===== config.mk =====
export PLATFORM = sky130hd
export DESIGN_NAME = pit_wmul
export DESIGN_NICKNAME = d
export VERILOG_FILES = /design/src/design/pit_wmul.sv
export SDC_FILE = /design/constraint.sdc
export NUM_CORES = 2
export LEC_CHECK = 0
export BUFFER_PORTS_ARGS = -buffer_cell sky130_fd_sc_hd__clkbuf_2
export CAP_MARGIN = 0
export CORE_MARGIN = 2
export CORE_UTILIZATION = 62
export CTS_BUF_LIST = sky130_fd_sc_hd__clkbuf_8
export CTS_CLUSTER_SIZE = 12
export DETAILED_ROUTE_END_ITERATION = 7
export GPL_ROUTABILITY_DRIVEN = 0
export PLACE_DENSITY = 0.79
export REMOVE_ABC_BUFFERS = 1
export SLEW_MARGIN = 20
export SYNTH_ARGS = -nofsm -noshare
export SYNTH_HDL_FRONTEND = slang
export SYNTH_SLANG_ARGS = --single-unit

===== constraint.sdc =====
create_clock -name clk -period 18.9 [get_ports clk]
set_clock_uncertainty 0.05 [all_clocks]
set_input_delay 0.945 -clock clk [delete_from_list [all_inputs] [get_ports clk]]
set_output_delay 0.945 -clock clk [all_outputs]
set_load 0.01 [all_outputs]

===== src/design/pit_wmul.sv =====
// ----------------------------------------------------------------------------
// pit_wmul
// two-stage exact signed multiplier built from four half-width products
// ----------------------------------------------------------------------------
module pit_wmul #(
  parameter int W = 36
) (
  input  logic                  clk,
  input  logic signed [W-1:0]   a,
  input  logic signed [W-1:0]   b,
  output logic signed [2*W-1:0] p
);

  localparam int H  = (W + 1) / 2;
  localparam int HI = W - H;
  localparam int WW = 2 * W;

  logic [H-1:0]          al, bl;
  logic signed [HI-1:0]  ah, bh;
  logic [2*H-1:0]        pll;
  logic signed [H+HI:0]  plh, phl;
  logic signed [2*HI-1:0] phh;

  // split each operand into unsigned low and signed high halves
  assign al = a[H-1:0];
  assign bl = b[H-1:0];
  assign ah = a[W-1:H];
  assign bh = b[W-1:H];

  // partial products
  always_ff @(posedge clk) begin
    pll <= al * bl;
    plh <= signed'({1'b0, al}) * bh;
    phl <= ah * signed'({1'b0, bl});
    phh <= ah * bh;
  end

  // recombine
  always_ff @(posedge clk) begin
    p <= (WW'(phh) << (2 * H)) + (WW'(plh) << H) + (WW'(phl) << H) + WW'(pll);
  end

endmodule


==> impl_results.md <==
- Synth top cells by count: 1279 x inv_1, 1151 x fa_1, 685 x nand2_1
- Critical path's top delay family: adder cells
- Critical path data required time: approximately 19000 ps
- Pre-CTS setup slack: about 11000 ps
- Starting Density: a little over three fifths
- Clk_lat worst skew: ~650 ps
- First-pass GRT wire length: 215000 µm
- Postcts setup bufs: 0
- Drt wl/cell: approximately 19 µm
- Synth cell types: just under 90
- Yosys warns: 0
- Final setup viols: 0
- Final HPWL DP: roughly 95000 µm
- IO buf count: approximately 140
- FFs w/ async S/R, synth: 0%
- Syn Std Cell Area: 52600 µm²
- Synth Register Bits: roughly 220
- GRT Residual Overflow: 0
- Crit path max-delay cell type: clkbuf_2
- Minimum clock period: around 7400 ps
- Slack of the critical path: 11500 ps
- Post-synth top area cell: fa_1
- Clk buf depth: 3
- Nets: 7421
- Via count: roughly 38000
- Via-to-Cell Ratio: roughly 5.6
- RSZ-0062 raised after global routing: no
- Critical path cell sequence: clkbuf_2 -> and2_1 -> fa_1 -> inv_1 -> fa_1 -> fa_1 -> inv_1 -> fa_1 -> fa_1 -> inv_1 -> fa_1 -> inv_1 -> ha_1 -> and4_1 -> and3_1 -> o2111ai_1 -> a21oi_1 -> o2111ai_1 -> a21oi_1 -> a311o_1 -> a21oi_1 -> o21ai_1 -> xnor2_1
- TritonRoute pass-1 iters: 6
- CTS tree: built
- Hold-fix buffers at CTS: 0
- Status: finished, final reports clean
- Num rows: roughly 110
- Max-Cap Viols: 0
- Area contributors post-synth: fa_1 44%, ha_1 12%, inv_1 9.1%, dfxtp_1 8.3%, and2_1 7.5%
- Die width: 295 µm
- Post-DRT Antenna Nets: 0
- Crit. End Element: register
- Core area: 83800 µm²
- Clk sinks: between 200 and 250
- Cts repair resizes: 0
- Final period util: between 30% and 40%
- Post-Route WL: roughly 130000 µm
- Type of origin of the critical path: input port
- Worst Path Buf+Inv: 5
- Ys flop type: dfxtp_1
- Worst-Margin Slew: roughly 1100 ps
- Initial antenna violation count: 5
- CP max stage delay: a little under 600 ps
- P&R area growth vs syn: 4.61%
- Slew Viols, Final: 0
- Hold Fails Final Rpt: 0
- Vias in the first global route: approximately 42000
- Hold Crit Class: reg -> reg
- Critical-path maximum fanout: 36
- Register area share after synthesis: between 8 and 9%
- Number of remaining DRC errors: 0
- Die height: slightly below 300 µm
- Crit path top cell by count: fa_1
- Most common cell in the netlist: inv_1
- Synth Instances: between 5000 and 6000
- Largest net degree at the start of global routing: 37
- Mapped Avg Cell Area: between 9 and 10 µm²
- Worst Setup Path Type: in -> reg
- Layout cell share with drive strength beyond 1: 5.43%
- Total GRT Usage: about a third
- Reg clk slew, reported paths: about 60 ps
- Root Buffer: clkbuf_8
- Top cell type's share of synthesized area: between 40 and 50%
- H-tree depth: 2
- WP data arrival: ~8000 ps
- Die area: approximately 87000 µm²
- Final setup TNS: 0 ps
- Rel. slew slack: between 20% and 30%
- I/O pin cnt: ~150
- Post-synth EDFFs: 0
- Number of CTS-inserted buffers: 42
- F_max: approximately 0.14 GHz
- DRT iter0 DRCs: roughly 2700
==> routing by layer <==
metal	vias to the layer above	global-route usage [%]	part of all wire (%)	wire [µm]
met5	-	0	0.047	60
met4	4	12.8	4.7	6010
met3	284	5.81	9.4	12100
met2	1648	50.5	46	59000
met1	19444	42.3	40	50500
li1	16856	-	-	-
==> cells by family after synthesis <==
family / synth area share [%]
adders and majority gates: 56.3
muxes: 0.0405
AOI/OAI and AO/OA: 6.08
DFF: 8.30
xor gates and xnor gates: 2.78
buffers and inverters: 11.1
and+or+nand+nor: 15.4
==> worst paths after layout <==
path / to / from / slack (ps) / cells after the start
worst max-delay path: phh[33] / a[27] / 11500 / 23
worst min-delay path: p[0] / pll[0] / 270 / 0
worst max register to register: p[71] / pll[19] / 14930 / 14
worst min register to register: p[0] / pll[0] / 270 / 0
==> sequential cells by signal (all words and copies together), names as in the netlist <==
| name | flops |
|---|---|
| p | 72 |
| phh | 36 |
| phl | 37 |
| plh | 37 |
| pll | 36 |
==> area by class of cell <==
type                       instances  area [µm²]
clock inverter                    23         225
multi-input combinational       3935       42400
antenna                            2        5.00
inverter                        1280        4800
fill                            6758       28800
timing repair buffer             198        1130
clock buffer                      51         702
sequential                       218        4360
tap                             1134        1420
==> worst reg2reg max path, stage by stage (launching register included) <==
cell and delay [ps]:
dfxtp_1 330, fa_1 540, ha_1 220, inv_1 90, fa_1 500, nor2b_4 140, o31a_1 220, o311a_4 230
o21ai_2 130, a21oi_2 350, o211ai_4 200, o311ai_2 430, nand3_1 150, mux2_2 250, nand3_1 70
==> stage by stage <==
step | std cells | hold WS [ps] | utilization (%) | area, µm²
global placement | 6765 | 260 | 64.5 | 54100
CTS | 6839 | 275 | 65.6 | 55000
detailed placement | 6765 | 262 | 64.5 | 54100
floorplan | 5433 | 260 | - | 51500
global route | 6840 | 285 | 65.6 | 55000
finish | 6841 | 273 | 65.6 | 55000
==> cell usage in the layout, fill, tap and decap left out, types with 11 or more instances in the layout <==
| master | netlist | routed |
|---|---|---|
| inv_1 | 1279 | 1285 |
| fa_1 | 1151 | 1151 |
| nand2_1 | 685 | 685 |
| and2_1 | 631 | 631 |
| ha_1 | 522 | 522 |
| dfxtp_1 | 218 | 218 |
| a21oi_1 | 151 | 151 |
| clkbuf_2 | 0 | 144 |
| nor2_1 | 136 | 136 |
| xnor2_1 | 127 | 127 |
| o21ai_0 | 74 | 74 |
| a21o_1 | 69 | 69 |
| buf_4 | 0 | 54 |
| clkbuf_8 | 0 | 51 |
| nand2b_1 | 42 | 42 |
| xor2_1 | 40 | 40 |
| nor3_1 | 30 | 30 |
| nand3_1 | 29 | 29 |
| o21bai_1 | 27 | 27 |
| nor2b_1 | 23 | 23 |
| o21a_1 | 19 | 19 |
| nand4_1 | 12 | 12 |
| and3_1 | 11 | 11 |
| a31oi_1 | 11 | 11 |
Power is left out: the tool's default activity adds up to more than one toggle a clock period on the data nets, which glitch-free logic cannot reach.
